**src/hw/rtl/pfla_pkg.sv**
```systemverilog
// Package for the priority FIFO lock arbiter: sizes, status codes and the
// ring slot increment. It depends on nothing else.
package pfla_pkg;

  localparam int unsigned MAX_LEVELS = 8;
  localparam int unsigned RING_SLOTS = 64;
  localparam int unsigned LVL_W      = 3;
  localparam int unsigned SLOT_W     = 6;
  localparam int unsigned CNT_W      = 4;
  localparam int unsigned STATUS_W   = 3;

  localparam logic [CNT_W-1:0]  LEVELS_RESET = CNT_W'(MAX_LEVELS);
  localparam logic [SLOT_W-1:0] SLOT_LAST    = SLOT_W'(RING_SLOTS - 1);

  localparam logic OP_REQUEST = 1'b0;
  localparam logic OP_RELEASE = 1'b1;

  typedef enum logic [STATUS_W-1:0] {
    ST_GRANTED  = 3'd0,
    ST_QUEUED   = 3'd1,
    ST_REJECTED = 3'd2,
    ST_HANDED   = 3'd3,
    ST_FREE     = 3'd4
  } status_e;

  typedef logic [SLOT_W-1:0] slot_t;
  typedef logic [LVL_W-1:0]  level_t;

  // Next slot of a ring, wrapping after the last slot.
  function automatic slot_t ring_next(input slot_t s);
    ring_next = (s == SLOT_LAST) ? '0 : s + slot_t'(1);
  endfunction

endpackage

```
**src/hw/rtl/priority_fifo_lock_arbiter.sv**
```systemverilog
// Top level of the priority FIFO lock arbiter: sequencer, ring pointers and
// one shared increment/compare unit. Depends on pfla_pkg.
//
// A lock on one shared resource with strict priority between levels (level
// zero most urgent) and first-in first-out order inside each level. A request
// is taken at a rising edge with start high and busy low. A lock request
// passes through the accept cycle and one evaluation state; its result is
// on the result ports, marked by result_strobe_o, during the cycle after
// that, and busy is already low then, so a new request can be accepted in
// that same cycle. A release scans the levels one per cycle through the
// shared compare unit, up to and including the first nonempty one (at most the
// number of levels in use). The result strobe lasts exactly one cycle and
// cannot be held off by the receiver. Each level's ring keeps one slot
// unused, so it holds at most RING_SLOTS-1 tickets. The level count register
// is written over its own valid/ready channel, which is always ready; it
// should only be written while busy is low. No clearing pass is needed after
// reset.
module priority_fifo_lock_arbiter
  import pfla_pkg::*;
(
  input  logic                clk_i,
  input  logic                rst_ni,
  input  logic                start,
  output logic                busy,
  input  logic                opcode_i,
  input  logic [LVL_W-1:0]    request_priority_i,
  input  logic                cfg_valid_i,
  output logic                cfg_ready_o,
  input  logic [CNT_W-1:0]    cfg_wdata_i,
  output logic                result_strobe_o,
  output logic [STATUS_W-1:0] status_o,
  output logic [LVL_W-1:0]    ticket_priority_o,
  output logic [SLOT_W-1:0]   ticket_slot_o
);

  typedef enum logic [1:0] {
    S_IDLE = 2'b01,
    S_EVAL = 2'b10
  } state_e;

  state_e           state_q, state_d;
  logic             op_q;
  level_t           idx_q, idx_d;
  logic [CNT_W-1:0] levels_q;
  logic             res_busy_q, res_busy_d;
  slot_t            head_q [MAX_LEVELS];
  slot_t            tail_q [MAX_LEVELS];

  logic             strobe_q, strobe_d;
  status_e          status_q, status_d;
  level_t           tprio_q, tprio_d;
  slot_t            tslot_q, tslot_d;

  logic             accept;
  logic [CNT_W-1:0] n_eff;
  slot_t            cur_head, cur_tail;
  slot_t            inc_in, inc_out, cmp_a;
  logic             cmp_eq;
  logic             head_we, tail_we;
  logic             prio_out_of_range, last_level;

  assign accept      = start && !busy;
  assign busy        = (state_q != S_IDLE);
  assign cfg_ready_o = 1'b1;

  // Saturate the programmed count into 1..MAX_LEVELS.
  always_comb begin
    if (levels_q == '0) begin
      n_eff = CNT_W'(1);
    end else if (levels_q > CNT_W'(MAX_LEVELS)) begin
      n_eff = CNT_W'(MAX_LEVELS);
    end else begin
      n_eff = levels_q;
    end
  end

  // The shared unit: one ring increment and one slot compare. A request
  // advances the tail and checks it against the head (ring full); a release
  // checks head against tail (ring empty) and advances the head.
  assign cur_head = head_q[idx_q];
  assign cur_tail = tail_q[idx_q];
  assign inc_in   = (op_q == OP_RELEASE) ? cur_head : cur_tail;
  assign inc_out  = ring_next(inc_in);
  assign cmp_a    = (op_q == OP_RELEASE) ? cur_tail : inc_out;
  assign cmp_eq   = (cmp_a == cur_head);

  assign prio_out_of_range = {1'b0, idx_q} >= n_eff;
  assign last_level        = ({1'b0, idx_q} + CNT_W'(1)) >= n_eff;

  always_comb begin
    state_d    = state_q;
    idx_d      = idx_q;
    res_busy_d = res_busy_q;
    strobe_d   = 1'b0;
    status_d   = status_q;
    tprio_d    = tprio_q;
    tslot_d    = tslot_q;
    head_we    = 1'b0;
    tail_we    = 1'b0;
    unique case (state_q)
      S_IDLE: begin
        if (accept) begin
          state_d = S_EVAL;
          idx_d   = (opcode_i == OP_RELEASE) ? '0 : request_priority_i;
        end
      end
      S_EVAL: begin
        if (op_q == OP_REQUEST) begin
          state_d  = S_IDLE;
          strobe_d = 1'b1;
          tprio_d  = '0;
          tslot_d  = '0;
          if (!res_busy_q) begin
            res_busy_d = 1'b1;
            status_d   = ST_GRANTED;
          end else if (prio_out_of_range || cmp_eq) begin
            status_d = ST_REJECTED;
          end else begin
            tail_we  = 1'b1;
            status_d = ST_QUEUED;
            tprio_d  = idx_q;
            tslot_d  = cur_tail;
          end
        end else begin
          if (!cmp_eq) begin
            // Oldest ticket of the most urgent nonempty level wins.
            state_d    = S_IDLE;
            strobe_d   = 1'b1;
            head_we    = 1'b1;
            res_busy_d = 1'b1;
            status_d   = ST_HANDED;
            tprio_d    = idx_q;
            tslot_d    = cur_head;
          end else if (last_level) begin
            state_d    = S_IDLE;
            strobe_d   = 1'b1;
            res_busy_d = 1'b0;
            status_d   = ST_FREE;
            tprio_d    = '0;
            tslot_d    = '0;
          end else begin
            idx_d = idx_q + level_t'(1);
          end
        end
      end
      default: begin
        state_d = S_IDLE;
      end
    endcase
  end

  always_ff @(posedge clk_i or negedge rst_ni) begin
    if (!rst_ni) begin
      state_q    <= S_IDLE;
      idx_q      <= '0;
      op_q       <= OP_REQUEST;
      levels_q   <= LEVELS_RESET;
      res_busy_q <= 1'b0;
      strobe_q   <= 1'b0;
      for (int i = 0; i < MAX_LEVELS; i++) begin
        head_q[i] <= '0;
        tail_q[i] <= '0;
      end
    end else begin
      state_q    <= state_d;
      idx_q      <= idx_d;
      res_busy_q <= res_busy_d;
      strobe_q   <= strobe_d;
      if (accept) begin
        op_q <= opcode_i;
      end
      if (cfg_valid_i && cfg_ready_o) begin
        levels_q <= cfg_wdata_i;
      end
      if (head_we) begin
        head_q[idx_q] <= inc_out;
      end
      if (tail_we) begin
        tail_q[idx_q] <= inc_out;
      end
    end
  end

  // Result payload holds between strobes and needs no reset.
  always_ff @(posedge clk_i) begin
    status_q <= status_d;
    tprio_q  <= tprio_d;
    tslot_q  <= tslot_d;
  end

  assign result_strobe_o   = strobe_q;
  assign status_o          = status_q;
  assign ticket_priority_o = tprio_q;
  assign ticket_slot_o     = tslot_q;

`ifndef ASSERT_OFF
  a_strobe_after_eval: assert property (@(posedge clk_i) disable iff (!rst_ni)
    result_strobe_o |-> $past(state_q == S_EVAL))
    else $error("result strobe without an evaluation cycle");

  a_accept_busy: assert property (@(posedge clk_i) disable iff (!rst_ni)
    accept |=> busy && !result_strobe_o)
    else $error("accepted request did not occupy the sequencer");

  a_scan_in_range: assert property (@(posedge clk_i) disable iff (!rst_ni)
    (state_q == S_EVAL && op_q == OP_RELEASE) |-> ({1'b0, idx_q} < n_eff))
    else $error("release scan went past the levels in use");

  a_handed_busy: assert property (@(posedge clk_i) disable iff (!rst_ni)
    (result_strobe_o && (status_o == ST_HANDED || status_o == ST_GRANTED))
      |-> res_busy_q)
    else $error("resource not marked busy after a grant");

  a_free_idle: assert property (@(posedge clk_i) disable iff (!rst_ni)
    (result_strobe_o && status_o == ST_FREE) |-> !res_busy_q)
    else $error("resource still marked busy after it was freed");
`endif

endmodule

```
**config.mk**
```make
export PLATFORM = sky130hd
export DESIGN_NAME = priority_fifo_lock_arbiter
export DESIGN_NICKNAME = d
export VERILOG_FILES = /design/src/hw/rtl/pfla_pkg.sv /design/src/hw/rtl/priority_fifo_lock_arbiter.sv
export SDC_FILE = /design/constraint.sdc
export NUM_CORES = 1
export LEC_CHECK = 0
export ABC_AREA = 1
export BUFFER_PORTS_ARGS = -buffer_cell sky130_fd_sc_hd__buf_2
export CORE_ASPECT_RATIO = 1.1
export CORE_MARGIN = 4
export CORE_UTILIZATION = 40
export DETAILED_ROUTE_END_ITERATION = 8
export REMOVE_ABC_BUFFERS = 1
export SLEW_MARGIN = 30
export SYNTH_ARGS = -nofsm -noshare
export SYNTH_HDL_FRONTEND = slang
export SYNTH_SLANG_ARGS = --single-unit
```
**constraint.sdc**
```tcl
create_clock -name clk_i -period 3.5 [get_ports clk_i]
set_input_delay 0.175 -clock clk_i [delete_from_list [all_inputs] [get_ports clk_i]]
set_output_delay 0.175 -clock clk_i [all_outputs]
set_load 0.01 [all_outputs]
```
==> reports/metrics.yaml <==
hold_path_end: "levels_q[0]"
yosysWarnings: 0
path_buf_inv: 4
hold-path-cell-count: 2
design_power_total_uw: 5840
synth_top_cell_by_area: "dfrtp_1"
cp_top_family: "simple AND/OR/NAND/NOR gates"
clk_pin_slew_ps: 60
die-area_sq_um: 19700
port-buffer-count: 25
ff2ff_path_depth: 23
syn_to_final_growth_pct: 19.6
antenna_found_initial: 0
synth_edf_count: 12
period_share_pct: 90.7
synth_area_sq_um: 6990
fin_ws_ps: 327
drive_gt1_share_pct: 15.6
ant_nets: 0
vias: 6371
rows: 50
powerDensity_nw_per_um2: 699
grt_pass1_vias: 6146
clkLatencyLatePin_ps: 420
relSlewSlack_pct: 45.3
slowest_stage: "dfrtp_2"
worst_clock_skew_ps: 9.94
worstPathArrival_ps: 3480
ys_seq_area_share_pct: 43.9
period_minus_slack_ps: 3170
grt_max_degree: 69
gp_congestion: 0.932
rr_endpoint: "tail_q[28]"
route.detailed.drc: 0
viasPerCell: 4.99
dp_hpwl_mm: 13.5
critical_path_required_ps: 3800
dr.pass1.iters: 5
clockRootBuffer: "clkbuf_16"
core_sq_um: 17100
yosys-top-cells-area: "dfrtp_1 38%, nand2_1 20%, nand3_1 10%, inv_1 6.2%, edfxtp_1 5.2%"
synth.distinct_cells: 36
r2r_slack_ps: 330
tns_ps: 0
hold_start: "cfg_valid_i"
drtIter0Drc: 491
final_core_util_pct: 48.9
cts_htree_levels: 4
grtUsageTotal_pct: 20.9
synth_area_per_cell_sq_um: 7.21
critPathKind: "flop to flop"
layout.nets: 1052
numCtsBuffers: 17
grt.overflow.total: 0
clock.fmax_mhz: 315
synth_cells: 969
critPathMaxStageDelay_ps: 480
ff_latch_area_sq_um: 3070
synth_flop_cell: "dfrtp_1"
multi_input_area_sq_um: 3180
fill_cells: 1700
slew_violations: 0
wire_per_inst_um: 15.7
async_flop_share_pct: 90.0
cp-start-kind: "flop"
fp.dieW_um: 134
cp_cell_sequence: "buf_4 > nor2_4 > nand3_1 > nand2_1 > inv_2 > nand2_1 > nand2_1 > nand2_2 > ha_1 > inv_1 > a21oi_2 > nand3_1 > nand2_1 > nand2_1 > nand3_1 > nand3_1 > nand2_1 > nor2_4 > nand2_4 > nand4_1 > buf_4 > o21bai_1 > nand2_1"
yosys-top-cells-count: "369 x nand2_1, 144 x nand3_1, 115 x inv_1"
cts_tree: "yes"
yosysMostFrequentCell: "nand2_1"
antenna_cells: 0
crit_top_cell: "nand2_1"
clkSinkCount: 120
yosysTopAreaCellShare_pct: 38.0
place_ws_ps: 173
setup_viol: 0
cp_max_fo: 12
drv_cap: 0
hp-class: "input pin to flop"
vdd.ir_drop.worst_v: 0.000385
ys_ff_latch: 120
finalHoldViolations: 0
r2r_start: "idx_q[2]"
clock_path_buffers: 2
status: "completed"
die_y_um: 147
wirelength_mm: 20.0
grt_pass1_wl_mm: 32.3
leakage_uw: 0.00444
initial_core_util_pct: 40.9
io-pin-count: 27
tightest_slew_ps: 819
end_kind: "flop"
-- worst max path at each step --
stage	from	endpoint	slack, ps	depth (start not counted)
after floorplan	idx_q[0]	head_q[0]	-1650	22
after global placement	idx_q[0]	head_q[3]	220	23
after CTS	idx_q[0]	head_q[1]	140	25
after detailed placement	idx_q[0]	head_q[5]	170	25
after global routing	idx_q[2]	head_q[25]	-4	25
final	idx_q[2]	tail_q[28]	330	23
-- placed cells by master (no fill, tap or decap), types with 2 or more instances in the layout --
cell,instances
a21oi_2,2
buf_12,5
buf_2,24
buf_4,54
bufinv_16,2
clkbuf_16,19
clkbuf_8,2
clkinv_2,4
clkinvlp_4,5
dfrtp_1,103
dfrtp_2,3
dfstp_2,2
dlygate4sd3_1,7
edfxtp_1,12
ha_1,9
inv_1,114
inv_2,10
mux2_2,3
nand2_1,365
nand2_2,12
nand3_1,144
nand4_1,4
nor2_1,28
nor2_2,7
nor2_4,4
nor3_1,2
o21ai_0,17
o21ai_1,16
o21bai_1,48
o22ai_1,2
-- worst register-to-register path, stage by stage, from the launching register on --
cell	delay, ps
dfrtp_2	480
buf_4	180
nor2_4	160
nand3_1	90
nand2_1	90
inv_2	30
nand2_1	90
nand2_1	90
nand2_2	120
ha_1	170
inv_1	60
a21oi_2	100
nand3_1	90
nand2_1	70
nand2_1	60
nand3_1	100
nand3_1	90
nand2_1	120
nor2_4	50
nand2_4	100
nand4_1	220
buf_4	270
o21bai_1	160
nand2_1	70
-- through the flow --
step	instance area [sq um]	instances	hold WS [ps]
2_1_floorplan	6690	920	-121
3_3_place_gp	7590	1234	298
3_5_place_dp	7590	1234	304
4_1_cts	8260	1273	41.5
5_1_grt	8360	1278	56.9
6_report	8360	1278	69.1
-- area by class of cell --
| class | instances | area share, % |
|---|---|---|
| Timing Repair Buffer | 91 | 8.62 |
| Sequential cell | 120 | 36.7 |
| Timing Repair inverter | 1 | 0.0898 |
| Multi-Input combinational cell | 673 | 38.0 |
| Clock buffer | 21 | 5.76 |
| Inverter | 127 | 5.84 |
| Clock inverter | 11 | 1.41 |
| Tap cell | 234 | 3.50 |
-- flip-flops by register name, indices dropped and copies added (netlist names) --
signal,count
ticket_slot_o,6
tail_q,48
state_q,2
res_busy_q,1
idx_q,3
status_o,3
op_q,1
result_strobe_o,1
head_q,48
ticket_priority_o,3
levels_q,4
-- per-layer routing --
layer / vias to the layer above / global-route usage [%] / wire length (um)
met2: 163 / 33.9 / 9560
met4: 0 / 7.18 / 541
li1: 3161 / - / -
met3: 42 / 4.45 / 977
met5: - / 0 / 0
met1: 3005 / 27.7 / 8960
-- timing repair --
| item | CTS | global route |
|---|---|---|
| buffers inserted | 0 | 3 |
| resized for setup | 0 | 15 |
| endpoints found under the setup margin | 0 | 118 |
| hold buffers | 7 | 0 |
| endpoints found under the hold margin | 56 | 0 |
-- cells by family (layout without fill, tap and decap cells) --
family                   count (synthesis)  in the layout  share of synthesized area, %
flip-flops                             120            120                          43.9
adder cells (fa/ha/maj)                  9              9                          1.61
multiplexers                             4              4                         0.627
other                                    1              1                        0.0537
AND/OR/NAND/NOR                        569            569                          34.3
XOR/XNOR                                 2              2                         0.251
AO/OA/AOI/OAI                           88             88                          8.22
buffers and inverters                  176            251                          11.1
-- power by group --
part,switching [uW],internal (uW)
combinational,1530,749
sequential,129,1650
clock,659,1120
Note: power is estimated with default switching activity, not from simulation.
